**src/rtl/pfsd_pkg.sv**
```systemverilog
package pfsd_pkg;

  // operation codes
  localparam logic [1:0] OP_PIXEL = 2'd0;
  localparam logic [1:0] OP_HSPAN = 2'd1;
  localparam logic [1:0] OP_VSPAN = 2'd2;
  localparam logic [1:0] OP_READ  = 2'd3;

  // draw modes; the unused code behaves like set
  localparam logic [1:0] MODE_SET    = 2'd0;
  localparam logic [1:0] MODE_CLEAR  = 2'd1;
  localparam logic [1:0] MODE_INVERT = 2'd2;

  localparam logic [7:0] FULL_MASK = 8'hFF;
  localparam int unsigned ADDR_W   = 12;  // holds the largest buffer (256 x 16 pages)

  typedef enum logic [1:0] {
    K_NOP,
    K_READ,
    K_DRAW
  } kind_e;

  // one classified request, as queued between front and back
  typedef struct packed {
    kind_e             kind;
    logic [ADDR_W-1:0] base;
    logic              step_page;  // 1: next byte is one page down, 0: next column
    logic [7:0]        cnt;        // bytes to touch minus one
    logic [7:0]        mid;
    logic [7:0]        first;
    logic [7:0]        last;
    logic [1:0]        mode;
    logic              drew;
    logic              region_valid;
    logic [6:0]        col_first;
    logic [6:0]        col_last;
    logic [5:0]        row_first;
    logic [5:0]        row_last;
  } job_t;

  function automatic logic [7:0] apply_mask(input logic [7:0] data, input logic [7:0] mask,
                                            input logic [1:0] mode);
    logic [7:0] res;
    case (mode)
      MODE_CLEAR:  res = data & ~mask;
      MODE_INVERT: res = data ^ mask;
      default:     res = data | mask;
    endcase
    return res;
  endfunction

endpackage

```
**src/rtl/pfsd_front.sv**
```systemverilog
module pfsd_front #(
  parameter int unsigned SCREEN_WIDTH  = 128,
  parameter int unsigned SCREEN_HEIGHT = 64
) (
  input  logic              start,
  input  logic              q_full_i,
  input  logic              clearing_i,
  input  logic [1:0]        operation_i,
  input  logic signed [9:0] pos_x_i,
  input  logic signed [9:0] pos_y_i,
  input  logic [7:0]        span_length_i,
  input  logic [1:0]        draw_mode_i,
  input  logic [9:0]        byte_address_i,
  input  logic              report_region_i,
  output logic              busy_o,
  output logic              push_o,
  output pfsd_pkg::job_t    job_o
);
  import pfsd_pkg::*;

  localparam int unsigned PAGES    = (SCREEN_HEIGHT + 7) / 8;
  localparam int unsigned FB_BYTES = SCREEN_WIDTH * PAGES;
  localparam logic signed [10:0] W_S = 11'(SCREEN_WIDTH);
  localparam logic signed [10:0] H_S = 11'(SCREEN_HEIGHT);

  logic signed [10:0] xs, ys, len_s, x_end, y_end;
  logic signed [10:0] h_a, h_b, v_a, v_b;
  logic               x_on, y_on, h_ok, v_ok, rd_ok;
  logic [3:0]         y_page, va_page, vb_page;
  logic [12:0]        h_base, v_base;

  assign busy_o = clearing_i | q_full_i;
  assign push_o = start & ~busy_o;

  assign xs    = {pos_x_i[9], pos_x_i};
  assign ys    = {pos_y_i[9], pos_y_i};
  assign len_s = $signed({3'b000, span_length_i});
  assign x_end = xs + len_s - 11'sd1;
  assign y_end = ys + len_s - 11'sd1;

  assign x_on = (xs >= 11'sd0) && (xs < W_S);
  assign y_on = (ys >= 11'sd0) && (ys < H_S);

  // clip both span ranges to the screen
  assign h_a  = (xs < 11'sd0) ? 11'sd0 : xs;
  assign h_b  = (x_end > W_S - 11'sd1) ? W_S - 11'sd1 : x_end;
  assign h_ok = (span_length_i != 8'd0) && (h_b >= h_a);
  assign v_a  = (ys < 11'sd0) ? 11'sd0 : ys;
  assign v_b  = (y_end > H_S - 11'sd1) ? H_S - 11'sd1 : y_end;
  assign v_ok = (span_length_i != 8'd0) && (v_b >= v_a);

  assign y_page  = ys[6:3];
  assign va_page = v_a[6:3];
  assign vb_page = v_b[6:3];

  // page * width is a small constant multiply
  assign h_base = 13'(y_page) * 13'(SCREEN_WIDTH) + 13'(h_a[7:0]);
  assign v_base = 13'(va_page) * 13'(SCREEN_WIDTH) + 13'(xs[7:0]);

  assign rd_ok = 13'(byte_address_i) < 13'(FB_BYTES);

  always_comb begin
    job_o           = '0;
    job_o.kind      = K_NOP;
    job_o.mode      = draw_mode_i;
    job_o.first     = FULL_MASK;
    job_o.last      = FULL_MASK;
    job_o.mid       = FULL_MASK;
    case (operation_i)
      OP_READ: begin
        if (rd_ok) begin
          job_o.kind = K_READ;
          job_o.base = ADDR_W'(byte_address_i);
        end
      end
      OP_PIXEL: begin
        if (x_on && y_on) begin
          job_o.kind      = K_DRAW;
          job_o.base      = ADDR_W'(h_base);
          job_o.mid       = 8'd1 << ys[2:0];
          job_o.drew      = 1'b1;
          job_o.col_first = xs[6:0];
          job_o.col_last  = xs[6:0];
          job_o.row_first = ys[5:0];
          job_o.row_last  = ys[5:0];
        end
      end
      OP_HSPAN: begin
        if (y_on && h_ok) begin
          job_o.kind      = K_DRAW;
          job_o.base      = ADDR_W'(h_base);
          job_o.cnt       = 8'(h_b - h_a);
          job_o.mid       = 8'd1 << ys[2:0];
          job_o.drew      = 1'b1;
          job_o.col_first = h_a[6:0];
          job_o.col_last  = h_b[6:0];
          job_o.row_first = ys[5:0];
          job_o.row_last  = ys[5:0];
        end
      end
      default: begin  // vertical span
        if (x_on && v_ok) begin
          job_o.kind      = K_DRAW;
          job_o.base      = ADDR_W'(v_base);
          job_o.step_page = 1'b1;
          job_o.cnt       = {4'b0000, vb_page} - {4'b0000, va_page};
          job_o.first     = FULL_MASK << v_a[2:0];
          job_o.last      = FULL_MASK >> (3'd7 - v_b[2:0]);
          job_o.drew      = 1'b1;
          job_o.col_first = xs[6:0];
          job_o.col_last  = xs[6:0];
          job_o.row_first = v_a[5:0];
          job_o.row_last  = v_b[5:0];
        end
      end
    endcase
    job_o.region_valid = job_o.drew & report_region_i;
    if (!job_o.region_valid) begin
      job_o.col_first = '0;
      job_o.col_last  = '0;
      job_o.row_first = '0;
      job_o.row_last  = '0;
    end
  end

endmodule

```
**config.mk**
```make
export PLATFORM = sky130hd
export DESIGN_NAME = pfsd_front
export DESIGN_NICKNAME = d
export VERILOG_FILES = /design/src/rtl/pfsd_pkg.sv /design/src/rtl/pfsd_front.sv
export SDC_FILE = /design/constraint.sdc
export NUM_CORES = 1
export LEC_CHECK = 0
export BUFFER_PORTS_ARGS = -buffer_cell sky130_fd_sc_hd__clkbuf_2
export CAP_MARGIN = 40
export CORE_MARGIN = 3
export CORE_UTILIZATION = 40
export DETAILED_ROUTE_END_ITERATION = 16
export GPL_ROUTABILITY_DRIVEN = 0
export GPL_TIMING_DRIVEN = 0
export PLACE_DENSITY = 0.67
export SYNTH_ARGS = -nofsm -noshare
export SYNTH_HDL_FRONTEND = slang
export SYNTH_SLANG_ARGS = --single-unit
export TNS_END_PERCENT = 10
```
**constraint.sdc**
```tcl
create_clock -name vclk -period 21.9
set_input_delay 4.38 -clock vclk [all_inputs]
set_output_delay 4.38 -clock vclk [all_outputs]
set_load 0.005 [all_outputs]
```
Yosys cells after proc, flatten, opt, wreduce, memory -nomap -nowiden. Index checks and enable logic that the tools add are counted.

Flip-flop bits (word level): 0. Input bits: 46. Logic and storage cells: 63.

$add $sub $neg: 9. $lt $le $gt $ge: 10. Eq/ne operators: 2. Shift-type cells: 3. Mux-type cells: 24. Bitwise operators: 4. Reduce and logical (&&, ||, !) cells: 11.

Operators by type and width (number): $mux W26 (4); $pmux W26 S3 (1); $mux W16 (3); $mux W11 (4); $pmux W14 S3 (1); $pmux W8 S2 (2); $mux W14 (2); $add A11 B8 Y12 (2); $mux W23 (1); $add A10 B9 Y11 (2); $ge A11 B11 Y1 (2); $sub A11 B2 Y11 const B (2); $ge A10 B1 Y1 const B (2); $lt A10 B1 Y1 const B (2); $gt A11 B7 Y1 const B (1); $gt A11 B8 Y1 const B (1); $lt A10 B8 Y1 const B (1); $lt A10 B9 Y1 const B (1); $mux W8 (1); $reduce_bool A8 Y1 (1); $shl A1 B3 Y8 const A (1); $shl A8 B3 Y8 const A (1); $shr A8 B3 Y8 const A (1); $sub A8 B8 Y8 (1); 13 further kinds (23).

Longest topological paths before layout.
Depth after elaboration: 11. Mapped depth: 25. Depth with buffers taken out: 22.

Least setup slack after synthesis. OpenSTA, ideal clock, no wires.

Kind: input-to-output. Start point: input port span_length_i[7]. End point: output port job_o[10] (netlist bit). Arrival: 8.875 ns. Slack: 8.645 ns. Cell stages on the path: 20. Path buffers: 2. Path through: inv_1 -> ha_1 -> inv_1 -> ha_1 -> clkbuf_1 -> a2111oi_0 -> o21a_1 -> o221ai_1 -> or2_2 -> o21ai_1 -> nand2b_1 -> ha_1 -> nor2b_1 -> o31a_1 -> o31a_1 -> o311a_1 -> or2_2 -> buf_2 -> nor2_1 -> nor3_1.

RTL lines: start, declared (RTL line pfsd_front.sv:11) `input logic [7:0] span_length_i,`; end, declared (RTL line pfsd_front.sv:17) `output pfsd_pkg::job_t job_o`.

==> flow_summary_export.csv <==
group,metric,value,unit
die,num_io_pins,125,
global_routing,grt_pass1_wl,16400,um
clock_tree,cts_hold_buf,0,
synth,yosysSeqAreaShare,0,%
synth,yosys_warnings,0,
worst_setup_path,endpoint,"job_o[15]",
timing,hold_violations,0,
timing,setup_viol,0,
synth,syn_inst,470,
synth,synth_area,0.00313,mm2
worst_setup_path,cp_common_cell,"ha_1",
flow_run,drv_cap,0,
pwr,power_density,32.6,mW/mm2
status,outcome,"completed",
pwr,power.internal,0.0523,mW
clock_tree,cts_resized,0,
route,drt_pre_antenna_iters,5,
worst_setup_path,crit_cells,22,
global_routing,grt_util_met2,40.9,%
worst_setup_path,cp_top_family,"compound AO/OA/AOI/OAI gates",
global_routing,met3_usage,0.797,%
timing,max_freq,69.9,MHz
pwr,static-leakage-power,2.06,nW
route,wl,10400,um
worst_setup_path,cpPeakStageDelay,0.58,ns
synth,syn_area_per_cell,6.66,um2
global_routing,grt-busiest-layer,"met2",
pwr,power.share.combinational,100.0,%
die,die_area,0.00892,mm2
worst_setup_path,required,17.52,ns
die,die_w,94.5,um
die,start_util,42.3,%
worst_setup_path,crit_fanout,10,
route,drt_iter0_drc,250,
pwr,p_sw_share,58.5,%
layout,n_antenna_cell,0,
timing,fin_crit_sh,65.3,%
min_path,min_path_cells,2,
synth,yosysTopAreaCell,"ha_1",
worst_setup_path,cp-start-kind,"input pin",
global_routing,use_met1,30.1,%
pwr,switching_power,0.0736,mW
layout,seqCellArea,0,um2
worst_setup_path,cp_num_buf_inv,6,
synth,synth_top_area_share,24.0,%
global_routing,grt_pass1_vias,3445,
layout,drive_gt1_share,24.7,%
layout,final_nets,703,
worst_setup_path,slowest_stage,"o311ai_1",
worst_setup_path,path_class,"input pin to primary output",
timing,timing.slew.headroom,58.7,%
die,core_area,0.00741,mm2
pwr,p_clk_share,0,%
die,num_rows,31,
timing,whs,8.93,ns
die,die_h,94.5,um
route,wl_per_cell,15.1,um
timing,final.min_clock_period,14.31,ns
route,drc_errors,0,
pwr,power,0.126,mW
clock_tree,post-cts-setup-buffers,0,
global_routing,grtUsageTotal,22.3,%
layout,final_common_cell,"clkbuf_2",
min_path,hp-class,"input pin to primary output",
global_routing,grt_overflow,0,
timing,slew_violations,0,
route,ant_nets,0,
timing,rsz0062_at_grt,"no",
synth,yosysUniqueCellTypes,63,
place,port_buffers,120,
timing,worst_pin_slew,0.610,ns
global_routing,grt_max_degree,11,
worst_setup_path,cp-startpoint,"pos_x_i[7]",
route,num_vias,3828,
layout,syn_to_final_growth,23.3,%
timing,fin_setup_tns,0,ns
layout,final_cell_mix,"clkbuf_2 (120), inv_1 (81), ha_1 (60)",
layout,nClkBuffers,0,
pwr,p_seq_share,0,%
global_routing,antenna_found_initial,0,
layout,design.seq.count,0,
worst_setup_path,cp.arrival,9.93,ns
route,avgViaCountPerCell,5.55,
pwr,peakVddDrop,0.0000143,V
layout,fill_cells,770,
worst_setup_path,cp_cell_sequence,"clkbuf_2 -> inv_1 -> ha_1 -> inv_1 -> ha_1 -> clkbuf_1 -> a2111oi_0 -> o21a_1 -> o221ai_1 -> or2_2 -> o21ai_1 -> nand2b_1 -> ha_1 -> nor2b_1 -> o31a_1 -> o31a_1 -> o311ai_1 -> clkbuf_1 -> o21ai_0 -> o21ai_0 -> a21oi_1 -> clkbuf_2",
worst_setup_path,cp-end-kind,"primary output",
place,dp_hpwl,8980,um
synth,synthTopCellsByArea,"ha_1 (24%), inv_1 (9.7%), o21ai_0 (5.3%)",
==> synth_stat cells (3+ instances only) <==
master / n
a211oi_1: 6
a21boi_0: 3
a21o_1: 10
a21oi_1: 21
a22o_1: 9
a22oi_1: 3
a311oi_1: 4
a31o_2: 3
and2_1: 4
and3_1: 8
buf_4: 5
clkbuf_1: 7
fa_1: 4
ha_1: 60
inv_1: 81
nand2_1: 38
nand2b_1: 7
nand3_1: 12
nand4_1: 4
nor2_1: 31
nor2b_1: 8
nor3_1: 11
nor4_1: 3
o211ai_1: 4
o21a_1: 9
o21ai_0: 33
o22ai_1: 4
o2bb2ai_1: 4
o311a_1: 3
o31a_1: 3
o31ai_1: 7
or2_2: 6
xnor2_1: 10
xor2_1: 7
==> kinds of logic after synthesis <==
group,Yosys count,synth area share [%]
and+or+nand+nor,142,22.5
other,1,0.120
xor gates and xnor gates,17,4.76
AOI/OAI and AO/OA,145,32.7
adders and majority gates,64,26.5
buffers and inverters,101,13.4
==> per-layer routing <==
layer,vias up,routed length [um]
met3,10,820
met4,0,76
met5,-,0
met2,153,4970
li1,1911,-
met1,1754,4570
==> how the worst min path moves through the flow <==
stage | slack, ns | from | to
floorplan | 8.81 | pos_y_i[2] | job_o[47]
global placement | 8.93 | draw_mode_i[0] | job_o[28]
detailed placement | 8.93 | draw_mode_i[0] | job_o[28]
CTS | 8.93 | draw_mode_i[0] | job_o[28]
global route | 8.94 | draw_mode_i[1] | job_o[29]
finish | 8.93 | draw_mode_i[0] | job_o[28]
==> cell type report <==
cell class	count	area (um2)	share of cell area [%]
Tap cell	99	124	3.21
Inverter	86	328	8.50
Buffer	15	91.3	2.37
Timing Repair Buffer	120	601	15.6
Multi-Input combinational cell	370	2720	70.4
==> metrics by stage <==
step / area, um2 / instances / setup WS [ns] / util, %
final: 3860 / 690 / 7.59 / 52.1
after CTS: 3860 / 690 / 7.70 / 52.1
after floorplan: 3130 / 471 / 8.65 / -
after global placement: 3860 / 690 / 7.77 / 52.1
after global routing: 3860 / 690 / 7.31 / 52.1
after detailed placement: 3860 / 690 / 7.71 / 52.1
==> power groups by stage <==
stage | combinational [mW] | sequential (mW) | clock (mW)
floorplan | 0.0926 | 0 | 0
global placement | 0.121 | 0 | 0
detailed placement | 0.124 | 0 | 0
CTS | 0.125 | 0 | 0
global route | 0.142 | 0 | 0
finish | 0.126 | 0 | 0
(Power assumes the default switching activity.)
