==> config.mk <==
export PLATFORM = sky130hd
export DESIGN_NAME = pfsd_queue
export DESIGN_NICKNAME = d
export VERILOG_FILES = /design/src/rtl/pfsd_pkg.sv /design/src/rtl/pfsd_queue.sv
export SDC_FILE = /design/constraint.sdc
export NUM_CORES = 1
export LEC_CHECK = 0
export ABC_CLOCK_PERIOD_IN_PS = 4000
export BUFFER_PORTS_ARGS = -buffer_cell sky130_fd_sc_hd__buf_2
export CORE_UTILIZATION = 47
export CTS_CLUSTER_DIAMETER = 60
export DETAILED_ROUTE_END_ITERATION = 8
export PLACE_DENSITY = 0.78
export SLEW_MARGIN = 20
export SYNTH_ARGS = -nofsm -noshare
export SYNTH_HDL_FRONTEND = slang
export SYNTH_SLANG_ARGS = --single-unit
==> constraint.sdc <==
create_clock -name clk_i -period 4 [get_ports clk_i]
set_clock_uncertainty 0.1 [all_clocks]
set_input_delay 0.8 -clock clk_i [delete_from_list [all_inputs] [get_ports clk_i]]
set_output_delay 0.8 -clock clk_i [all_outputs]
set_load 0.01 [all_outputs]
==> src/rtl/pfsd_pkg.sv <==
package pfsd_pkg;

  // operation codes
  localparam logic [1:0] OP_PIXEL = 2'd0;
  localparam logic [1:0] OP_HSPAN = 2'd1;
  localparam logic [1:0] OP_VSPAN = 2'd2;
  localparam logic [1:0] OP_READ  = 2'd3;

  // draw modes; the unused code behaves like set
  localparam logic [1:0] MODE_SET    = 2'd0;
  localparam logic [1:0] MODE_CLEAR  = 2'd1;
  localparam logic [1:0] MODE_INVERT = 2'd2;

  localparam logic [7:0] FULL_MASK = 8'hFF;
  localparam int unsigned ADDR_W   = 12;  // holds the largest buffer (256 x 16 pages)

  typedef enum logic [1:0] {
    K_NOP,
    K_READ,
    K_DRAW
  } kind_e;

  // one classified request, as queued between front and back
  typedef struct packed {
    kind_e             kind;
    logic [ADDR_W-1:0] base;
    logic              step_page;  // 1: next byte is one page down, 0: next column
    logic [7:0]        cnt;        // bytes to touch minus one
    logic [7:0]        mid;
    logic [7:0]        first;
    logic [7:0]        last;
    logic [1:0]        mode;
    logic              drew;
    logic              region_valid;
    logic [6:0]        col_first;
    logic [6:0]        col_last;
    logic [5:0]        row_first;
    logic [5:0]        row_last;
  } job_t;

  function automatic logic [7:0] apply_mask(input logic [7:0] data, input logic [7:0] mask,
                                            input logic [1:0] mode);
    logic [7:0] res;
    case (mode)
      MODE_CLEAR:  res = data & ~mask;
      MODE_INVERT: res = data ^ mask;
      default:     res = data | mask;
    endcase
    return res;
  endfunction

endpackage

==> src/rtl/pfsd_queue.sv <==
module pfsd_queue (
  input  logic           clk_i,
  input  logic           rst_ni,
  input  logic           push_i,
  input  pfsd_pkg::job_t job_i,
  input  logic           pop_i,
  output pfsd_pkg::job_t job_o,
  output logic           full_o,
  output logic           empty_o
);
  import pfsd_pkg::*;

  job_t       entry_q [2];
  logic       wr_ptr_q, rd_ptr_q;
  logic [1:0] count_q, count_d;

  assign full_o  = count_q == 2'd2;
  assign empty_o = count_q == 2'd0;
  assign job_o   = entry_q[rd_ptr_q];

  always_comb begin
    count_d = count_q;
    if (push_i && !pop_i) begin
      count_d = count_q + 2'd1;
    end else if (pop_i && !push_i) begin
      count_d = count_q - 2'd1;
    end
  end

  always_ff @(posedge clk_i or negedge rst_ni) begin
    if (!rst_ni) begin
      wr_ptr_q <= 1'b0;
      rd_ptr_q <= 1'b0;
      count_q  <= 2'd0;
    end else begin
      count_q <= count_d;
      if (push_i) begin
        wr_ptr_q <= ~wr_ptr_q;
      end
      if (pop_i) begin
        rd_ptr_q <= ~rd_ptr_q;
      end
    end
  end

  always_ff @(posedge clk_i) begin
    if (push_i) begin
      entry_q[wr_ptr_q] <= job_i;
    end
  end

endmodule

======== After elaboration in Yosys (flattened, before gate mapping) ========
Memory sizes are Yosys's and may differ from the RTL's.
Cells that the tools add are included.
operators by class
  reductions and logical operators ........ 6
  mux-type cells .......................... 4
  eq/ne operators ......................... 1
  bitwise operators ....................... 2
  add/subtract/negate cells ............... 2
operators with widths
  cell                   count
  $mux W2                2
  $add A2 B1 Y2 const B  1
  $eq A2 B2 Y1 const B   1
  $logic_and A1 B1 Y1    2
  $logic_not A1 Y1       2
  $logic_not A2 Y1       1
  $mux W1                2
  $not A1 Y1             2
  $reduce_bool A2 Y1     1
  $sub A2 B1 Y2 const B  1
word-level totals
  bits of input ports ..................... 81
  bits in writable memories ............... 154
  output and inout port bits .............. 79
  register bits ........................... 4
  word-level logic and storage cells ...... 19
  memories ................................ 1
memory list
  name     depth  bits a word  rd ports  clocked after memory_dff  write ports  RTL line          text
  entry_q  2      77           1         0                         1            pfsd_queue.sv:13  job_t entry_q [2];

======== Logic depth before layout (Yosys ltp) ========
Gate-level depths: netlist of run 1.
  depth in word-level cells ............... 4
  gate-level depth with buffers ........... 5

======== Least setup slack after synthesis of run 1 ========
No wires, ideal clock.
  path kind ............................... input to register
  from .................................... in push_i
  to ...................................... mem entry_q[0][0] (netlist name), enable pin
  setup time .............................. 522 ps
  data required time ...................... 3378 ps
  setup slack ............................. -792 ps
  data arrival time ....................... 4170 ps
  stages .................................. 1
  path buffers ............................ 0
  cell sequence ........................... nor2b_1
on the way
  word-level cells in the longest chain between the ends .. 2
RTL lines
  item                           RTL line          text
  start: declaration             pfsd_queue.sv:4   input logic push_i,
  $mux W1                        pfsd_queue.sv:47  if (push_i) begin
  $mux W1 (not written as such)  pfsd_queue.sv:48  entry_q[wr_ptr_q] <= job_i;
  end: declaration               pfsd_queue.sv:13
No other way between the ends.

==> flow_summary.ini, run 1 <==
[status]
status = completed

[global_routing]
grt_overflow = 0
grt_max_degree = 78
grt_pass1_vias = 3034
grt_usage_pct = 15.6
antenna_found_initial = 0
grt_pass1_wl_um = 14900

[floorplanning]
ios = 160
initial_utilization_pct = 48.3
die_area_mm2 = 0.0128
die_h_um = 113
core_mm2 = 0.0121
num_rows = 40
fp.dieW_um = 113

[setup_path]
reg2reg_slack_ns = 2.19
critPathRequiredTime_ns = 3.10
slowest_delay_ns = 0.77
critical_path_class = register to output pin
endpoint_kind = output pin
critPathArrivalTime_ns = 2.06
worstPathMaxFanout = 40
cp_slowest_cell = dfrtp_4
path_cells = buf_12 > mux2_2 > buf_2
start_kind = register

[sta]
max_freq_mhz = 338
period_minus_slack_ns = 2.96
finalSetupViolations = 0
slew_headroom_pct = 30.4
rsz0062_at_grt = false
worst_slew_pin_slew_ns = 1.04
setup_slack_ns = 1.04
final-hold-violation-count = 0
setup_tns_ns = 0
post-route-period-util_pct = 74.1
finalMaxSlewViolations = 0

[clock_network]
post_cts_resized = 0
cts_tree = done
clock_sinks = 158
clock_latency_ns = 0.40
clkTransAtPathRegs_ns = 0.06
cts_root_buffer = clkbuf_16
post-cts-setup-buffer-count = 0
numCtsBuffers = 17
clockBufferDepth = 2
cts_max_level = 4
cts_hold_buf = 0

[synthesis]
synth_area_leaders = edfxtp_1 (79%), mux2_2 (11%), mux2_4 (5.2%)
avgSynthCellArea_um2 = 22.7
synth.net_count = 338
synth_seq_cells = 158
yosysWarnings = 0
netlist_instances = 256
yosys.area_share.adder_pct = 0.215
synth_top_family_by_area = multiplexers
synth_top_area_share_pct = 79.4
ys_seq_area_share_pct = 81.1
muxShareOfSynthArea_pct = 16.2
synth-compound-area-share_pct = 0
synth_top_cell_by_area = edfxtp_1
ys_types = 13
synthSimpleGateAreaFrac_pct = 0.451
synth_xor_xnor_area_share_pct = 0.752
syn-cell-area_mm2 = 0.00582

[place]
portBuffers = 159
dp_hpwl_um = 6300
dpl-instance-area_mm2 = 0.00681
gp_congestion = 0.668
dpl_worst_slack_ns = 1.45

[drt]
drt_iter0_markers = 200
wl_um = 9740
via_per_inst = 4.77
drcViolationCount = 0
dr_total_vias = 2904
post_drt_wl_per_cell_um = 16.0
drtPass1Iterations = 4
postRouteAntennaNets = 0

[power]
p_per_area_mw_per_mm2 = 718
p_leak_nw = 2.86
ir_drop_uv = 463

[min_path]
holdCritPathClass = input port to async pin

[cells_and_area]
nets = 510
num_antenna_cells = 0
drive_gt1_share_pct = 62.1
finalInstanceArea_mm2 = 0.00739
area_growth_pct = 27.0
fill_cells = 877
register_area_mm2 = 0.00473
multi_input_area_mm2 = 0.00103

[job]
cap_violations = 0
==> per-layer routing <==
layer  GRT usage, %  up-vias  share of wire (%)
met5              0        -                  0
met4           6.14        0               0.74
met3           4.98        7                5.2
met2           26.3      109                 51
met1           18.8     1427                 43
li1               -     1361                  -
==> through the flow <==
step                      std cells  hold WS [ns]  utilization, %  power [mW]
final                           609        0.0968            61.3        5.31
after global routing            609        0.0752            61.3        5.55
after CTS                       609        0.0802            61.3        5.38
after detailed placement        577         0.380            56.4        3.80
after global placement          577         0.374            56.4        3.76
after floorplan                 256         0.356               -        3.31
==> state kept, by name, summed over array words and instances, names as in the netlist <==
| register | count |
|---|---|
| wr_ptr_q | 1 |
| rd_ptr_q | 1 |
| entry_q | 154 |
| count_q | 2 |
==> worst max-delay path: cells and delay by family, from the launching register on <==
| family | cells | cell delay, ns |
|---|---|---|
| muxes | 1 | 0.38 |
| buffers and inverters | 2 | 0.46 |
| DFF | 1 | 0.77 |
==> report_power, final <==
group          total, mW  switching, mW  internal, mW
registers           2.37          0.163          2.20
logic               1.37          0.671         0.698
clock network       1.57          0.643         0.930
==> cell type report <==
type,count,area share (%)
Multi-Input combinational cell,88,14.0
Clock buffer,17,5.75
Timing Repair Buffer,162,11.2
Inverter,1,0.0508
Sequential cell,158,64.0
Clock inverter,15,2.17
Tap cell,168,2.84
==> cells in the mapped netlist (all sizes together) <==
master	n
edfxtp	154
mux2	77
buf	9
dfrtp	4
xor2	4
nor2	2
nor2b	2
and2	1
ha	1
inv	1
xnor2	1
==> path summary, 6_finish.rpt <==
kind | start | endpoint | cells past startpoint
max reg2reg | wr_ptr_q | entry_q[1][48] | 1
max in group asynchronous | rst_ni | rd_ptr_q | 1
min in group clk_i | count_q[1] | count_q[1] | 1
max | rd_ptr_q | job_o[9] | 3
min | rst_ni | count_q[1] | 1
min reg2reg | count_q[1] | count_q[1] | 1
==> logic make-up (layout without fill, tap and decap cells) <==
family / count (synthesis) / after routing
xor gates and xnor gates: 5 / 5
adders and majority gates: 1 / 1
buffers and inverters: 10 / 195
DFF: 158 / 158
muxes: 77 / 77
and+or+nand+nor: 5 / 5
==> cell usage in the layout (no fill, tap or decap) <==
cell	netlist	layout
clkbuf_16	0	17
inv_1	1	1
edfxtp_1	154	154
dfrtp_4	0	1
nor2b_1	2	1
xor2_1	4	4
and2_4	0	1
inv_6	0	6
xnor2_1	1	1
nor2_1	2	2
ha_1	1	1
buf_2	5	159
mux2_4	20	20
clkinvlp_4	0	2
clkinv_4	0	2
mux2_2	57	57
buf_4	0	2
nor2b_4	0	1
bufinv_16	0	2
buf_12	0	1
clkinv_2	0	3
dfrtp_1	4	3
No activity file was read; power rests on OpenSTA's default activity.
==> inputs of run 2 (changes only) <==
--- a/config.mk
+++ b/config.mk
@@ -5,7 +5,7 @@
 export SDC_FILE = /design/constraint.sdc
 export NUM_CORES = 1
 export LEC_CHECK = 0
-export ABC_CLOCK_PERIOD_IN_PS = 4000
+export ABC_CLOCK_PERIOD_IN_PS = 2500
 export BUFFER_PORTS_ARGS = -buffer_cell sky130_fd_sc_hd__buf_2
 export CORE_UTILIZATION = 47
 export CTS_CLUSTER_DIAMETER = 60
==> constraint.sdc (replaced) <==
create_clock -name clk_i -period 2.5 [get_ports clk_i]
set_clock_uncertainty 0.1 [all_clocks]
set_input_delay 0.5 -clock clk_i [delete_from_list [all_inputs] [get_ports clk_i]]
set_output_delay 0.5 -clock clk_i [all_outputs]
set_load 0.01 [all_outputs]
==> flow_summary.ini, run 2 (synthesized netlist as in run 1, its figures left out) <==
[status]
status = completed

[floorplanning]
die_h_um = 113
fp.dieW_um = 113
num_rows = 40
core_mm2 = 0.0121
initial_utilization_pct = 48.3
die_area_mm2 = 0.0128
ios = 160

[cells_and_area]
num_antenna_cells = 0
area_growth_pct = 28.6
fill_cells = 851
layout_common_cells = buf_2 (159), edfxtp_1 (154), mux2_2 (57)
largest_register_ffs = 154
instances_no_fill = 612
final_common_cell = buf_2
largest_register = entry_q
nets = 513
reg_top3 = entry_q: 154 flops, count_q: 2 flops
drive_gt1_share_pct = 61.0

[setup_path]
path_cells = buf_12 > mux2_2 > buf_2
endpoint_kind = output pin
critPathRequiredTime_ns = 1.90
cp_slowest_cell = dfrtp_4
slowest_delay_ns = 0.44
worstPathMaxFanout = 40
reg2reg_slack_ns = 0.98
critical_path_class = register to output pin
start_kind = register
critPathArrivalTime_ns = 1.65

[clock_network]
clock_sinks = 158
numCtsBuffers = 17
clockBufferDepth = 2
cts_tree = done
post_cts_resized = 0
cts_max_level = 4
clock_latency_ns = 0.41
cts_root_buffer = clkbuf_16
clkTransAtPathRegs_ns = 0.06

[sta]
rsz0062_at_grt = false
final-hold-violation-count = 0
setup_tns_ns = 0
worst_slew_pin_slew_ns = 0.572
period_minus_slack_ns = 2.25
post-route-period-util_pct = 90.1
finalSetupViolations = 0
max_freq_mhz = 444
finalMaxSlewViolations = 0
slew_headroom_pct = 61.9

[power]
ir_drop_uv = 641
power_frac_clock_pct = 31.0
intPower_mw = 6.45
p_leak_nw = 2.89
p_comb_share_pct = 27.1
p_per_area_mw_per_mm2 = 1170
seq_power_share_pct = 41.9
switching_share_pct = 26.2
total_power_mw = 8.74
p_switching_mw = 2.29

[drt]
postRouteAntennaNets = 0
drcViolationCount = 0
drtPass1Iterations = 4
wl_um = 9530
dr_total_vias = 2944
post_drt_wl_per_cell_um = 15.6
via_per_inst = 4.81
drt_iter0_markers = 135

[global_routing]
met2_usage_pct = 27.0
grt_max_degree = 78
antenna_found_initial = 0
grt_use_met1_pct = 16.9
use_met3_pct = 6.05
grt_usage_pct = 15.6
grt_pass1_wl_um = 14500
busiest_layer = met2
grt_overflow = 0
grt_pass1_vias = 3038

[place]
gp_congestion = 0.663
dpl.cell_count = 579
portBuffers = 159
dp_hpwl_um = 6010

[job]
cap_violations = 0

[min_path]
holdCritPathClass = input port to register
==> run 2: changes by cell type in the layout (fill, tap and decap cells not counted), sizes merged, moves of 2 or more <==
cell | before | now
buf | 162 | 164
clkinv | 5 | 3
clkbuf | 17 | 20
inv | 7 | 1
clkinvlp | 2 | 4
bufinv | 2 | 5
==> run 2: cell type report <==
cell class                 instances  area [um2]  share of cell area [%]
clock buffer                      20         437                    5.83
tap                              168         210                    2.81
sequential                       158        4730                    63.2
inverter                           1        3.75                  0.0501
timing repair buffer             165         881                    11.8
clock inverter                    12         193                    2.57
multi-input combinational         88        1030                    13.8
==> run 2: power groups by stage <==
stage	sequential (mW)	combinational [mW]	clock (mW)
floorplan	3.67	1.61	0
global placement	3.69	2.38	0
detailed placement	3.72	2.40	0
CTS	3.67	2.42	2.76
global route	3.71	2.55	2.87
finish	3.66	2.37	2.71
==> run 2: path summary, 6_finish.rpt <==
kind                             from        endpoint  depth (start not counted)
setup reg to reg             wr_ptr_q  entry_q[0][49]                          2
max in group asynchronous      rst_ni        rd_ptr_q                          2
hold / removal              job_i[19]  entry_q[0][19]                          1
min in group asynchronous      rst_ni      count_q[0]                          2
setup / recovery             rd_ptr_q       job_o[71]                          3
hold reg to reg            count_q[1]      count_q[1]                          1
==> run 2: layer usage <==
layer / wire length (um) / vias to the layer above
met5: 0 / -
met4: 126 / 0
met3: 622 / 13
met2: 4950 / 105
met1: 3830 / 1466
li1: - / 1360
==> run 2: critical path: cells and delay by family, from the launching register on <==
kind / cells / cell delay (ns)
flip-flops: 1 / 0.44
buffers and inverters: 2 / 0.41
multiplexers: 1 / 0.37
==> run 2: what timing repair did <==
action                                  in CTS  in global routing
hold buffers                                 1                  0
endpoints found under the hold margin        4                  0
endpoints found under the setup margin       0                  0
buffers inserted                             0                  0
==> run 2: through the flow <==
stage	setup WS, ns	utilization, %	hold WS, ns	area (um2)
6_report	0.247	62.1	0.173	7490
5_1_grt	0.184	62.1	0.148	7490
4_1_cts	0.209	62.1	0.151	7490
3_5_place_dp	0.671	56.8	0.217	6850
3_3_place_gp	0.678	56.8	0.213	6850
2_1_floorplan	0.304	-	0.104	5830
==> inputs of run 3 (changes only) <==
--- a/config.mk
+++ b/config.mk
@@ -7,10 +7,13 @@
 export LEC_CHECK = 0
 export ABC_CLOCK_PERIOD_IN_PS = 2500
 export BUFFER_PORTS_ARGS = -buffer_cell sky130_fd_sc_hd__buf_2
-export CORE_UTILIZATION = 47
+export CELL_PAD_IN_SITES_DETAIL_PLACEMENT = 2
+export CELL_PAD_IN_SITES_GLOBAL_PLACEMENT = 2
+export CORE_MARGIN = 1.5
+export CORE_UTILIZATION = 34
 export CTS_CLUSTER_DIAMETER = 60
 export DETAILED_ROUTE_END_ITERATION = 8
-export PLACE_DENSITY = 0.78
+export PLACE_DENSITY = 0.77
 export SLEW_MARGIN = 20
 export SYNTH_ARGS = -nofsm -noshare
 export SYNTH_HDL_FRONTEND = slang
==> flow_summary.ini, run 3 (synthesized netlist as in run 1, its figures left out) <==
[sta]
finalMaxSlewViolations = 0
final-hold-violation-count = 0
finalSetupViolations = 0
setup_tns_ns = 0
setup_slack_ns = 0.207
period_minus_slack_ns = 2.29
post-route-period-util_pct = 91.7
max_freq_mhz = 436
slew_headroom_pct = 68.2
rsz0062_at_grt = false
worst_slew_pin_slew_ns = 0.477

[drt]
drtPass1Iterations = 4
postRouteAntennaNets = 0
drcViolationCount = 0
dr_total_vias = 3019
wl_um = 12600
drt_iter0_markers = 89
post_drt_wl_per_cell_um = 18.9
via_per_inst = 4.51

[setup_path]
start_kind = register
worst-path-buf-inv = 2
critPathRequiredTime_ns = 1.90
worstPathMaxFanout = 36
worstRegToRegCells = 2
critPathArrivalTime_ns = 1.69
rr_endpoint = entry_q[1][73]
path_cells = buf_12 > mux2_2 > buf_2
r2r-start = wr_ptr_q
reg2reg_slack_ns = 0.97
cp_slowest_cell = dfrtp_4
endpoint_kind = output pin
cp_top_family = flip-flops
slowest_delay_ns = 0.48
critical_path_class = register to output pin

[cells_and_area]
drive_gt1_share_pct = 61.5
fill_cells = 1565
largest_register_ffs = 154
final_common_cell = buf_2
layout_common_cells = buf_2 (159), edfxtp_1 (154), mux2_2 (57)
largest_register = entry_q
reg_top3 = entry_q: 154 flops, count_q: 2 flops
area_growth_pct = 31.0
nets = 518

[place]
portBuffers = 159
dp_hpwl_um = 8540
dpl_worst_slack_ns = 0.434
gp_congestion = 0.685

[clock_network]
cts_root_buffer = clkbuf_16
clkTransAtPathRegs_ns = 0.06
clock_latency_ns = 0.41
clockBufferDepth = 2
clock_sinks = 158
numCtsBuffers = 17
cts_max_level = 4
post_cts_resized = 0
cts_tree = done

[floorplanning]
fp.dieW_um = 134
num_rows = 47
initial_utilization_pct = 35.0
die_h_um = 134
ios = 160
core_mm2 = 0.0166
die_area_mm2 = 0.0179

[min_path]
holdPathStages = 1
whs_endpoint = entry_q[0][36]
holdCritPathClass = input port to register
min-delay-start = job_i[36]

[global_routing]
grt_max_degree = 78
grt_pass1_vias = 3449
grt_usage_pct = 14.8
grt_overflow = 0
antenna_found_initial = 1
grt_pass1_wl_um = 19200

[status]
status = completed

[job]
cap_violations = 0

[power]
p_leak_nw = 2.95
p_per_area_mw_per_mm2 = 1190
ir_drop_uv = 537
==> run 3: final cells by class <==
type                            instances  area, um2  area share [%]
Antenna cell                            1       2.50          0.0328
Multi-Input combinational cell         88       1030            13.6
Sequential cell                       158       4730            62.0
Tap cell                              220        275            3.61
Clock inverter                          7        159            2.08
Timing Repair Buffer                  170        931            12.2
Clock buffer                           25        495            6.49
Inverter                                1       3.75          0.0492
==> run 3: routing by layer <==
metal / GRT usage, % / wire length, um / part of all wire [%] / vias up
met2: 26.8 / 6850 / 54 / 103
li1: - / - / - / 1377
met1: 16.3 / 4840 / 38 / 1520
met5: 0 / 0 / 0 / -
met3: 4.46 / 780 / 6.2 / 19
met4: 5.43 / 176 / 1.4 / 0
==> run 3: how the worst max path moves through the flow <==
stage / start / endpoint / slack, ns / cells past startpoint
2_1_floorplan: push_i / entry_q[0][0] / 0.30 / 1
3_3_place_gp: rd_ptr_q / job_o[7] / 0.46 / 3
3_5_place_dp: rd_ptr_q / job_o[4] / 0.43 / 3
4_1_cts: rd_ptr_q / job_o[4] / 0.17 / 3
5_1_grt: rd_ptr_q / job_o[26] / 0.14 / 3
6_report: rd_ptr_q / job_o[4] / 0.21 / 3
==> run 3: worst register-to-register path, stage by stage, from the launching register on <==
cell and delay, ns:
dfrtp_1 0.43, and2_4 0.36, buf_12 0.29
==> run 3: metrics by stage <==
step / util [%] / total power, mW / hold slack [ns] / instances / instance area [um2]
2_1_floorplan: - / 5.28 / 0.104 / 256 / 5830
3_3_place_gp: 41.7 / 6.18 / 0.212 / 633 / 6940
3_5_place_dp: 41.7 / 6.31 / 0.221 / 633 / 6940
4_1_cts: 45.8 / 9.23 / 0.148 / 669 / 7630
5_1_grt: 45.8 / 9.50 / 0.148 / 669 / 7630
6_report: 45.8 / 9.06 / 0.169 / 670 / 7630
==> run 3: timing repair <==
| item | in CTS | in global routing |
|---|---|---|
| hold endpoints to repair | 4 | 0 |
| setup endpoints to repair | 14 | 0 |
| setup buffers | 3 | 0 |
| hold buffers | 1 | 0 |
==> run 3: where the power goes <==
part	leakage, nW	internal, mW	switching [mW]
logic	1.14	1.22	1.30
clock network	0.319	1.88	0.967
registers	1.49	3.52	0.170
total	2.95	6.62	2.44
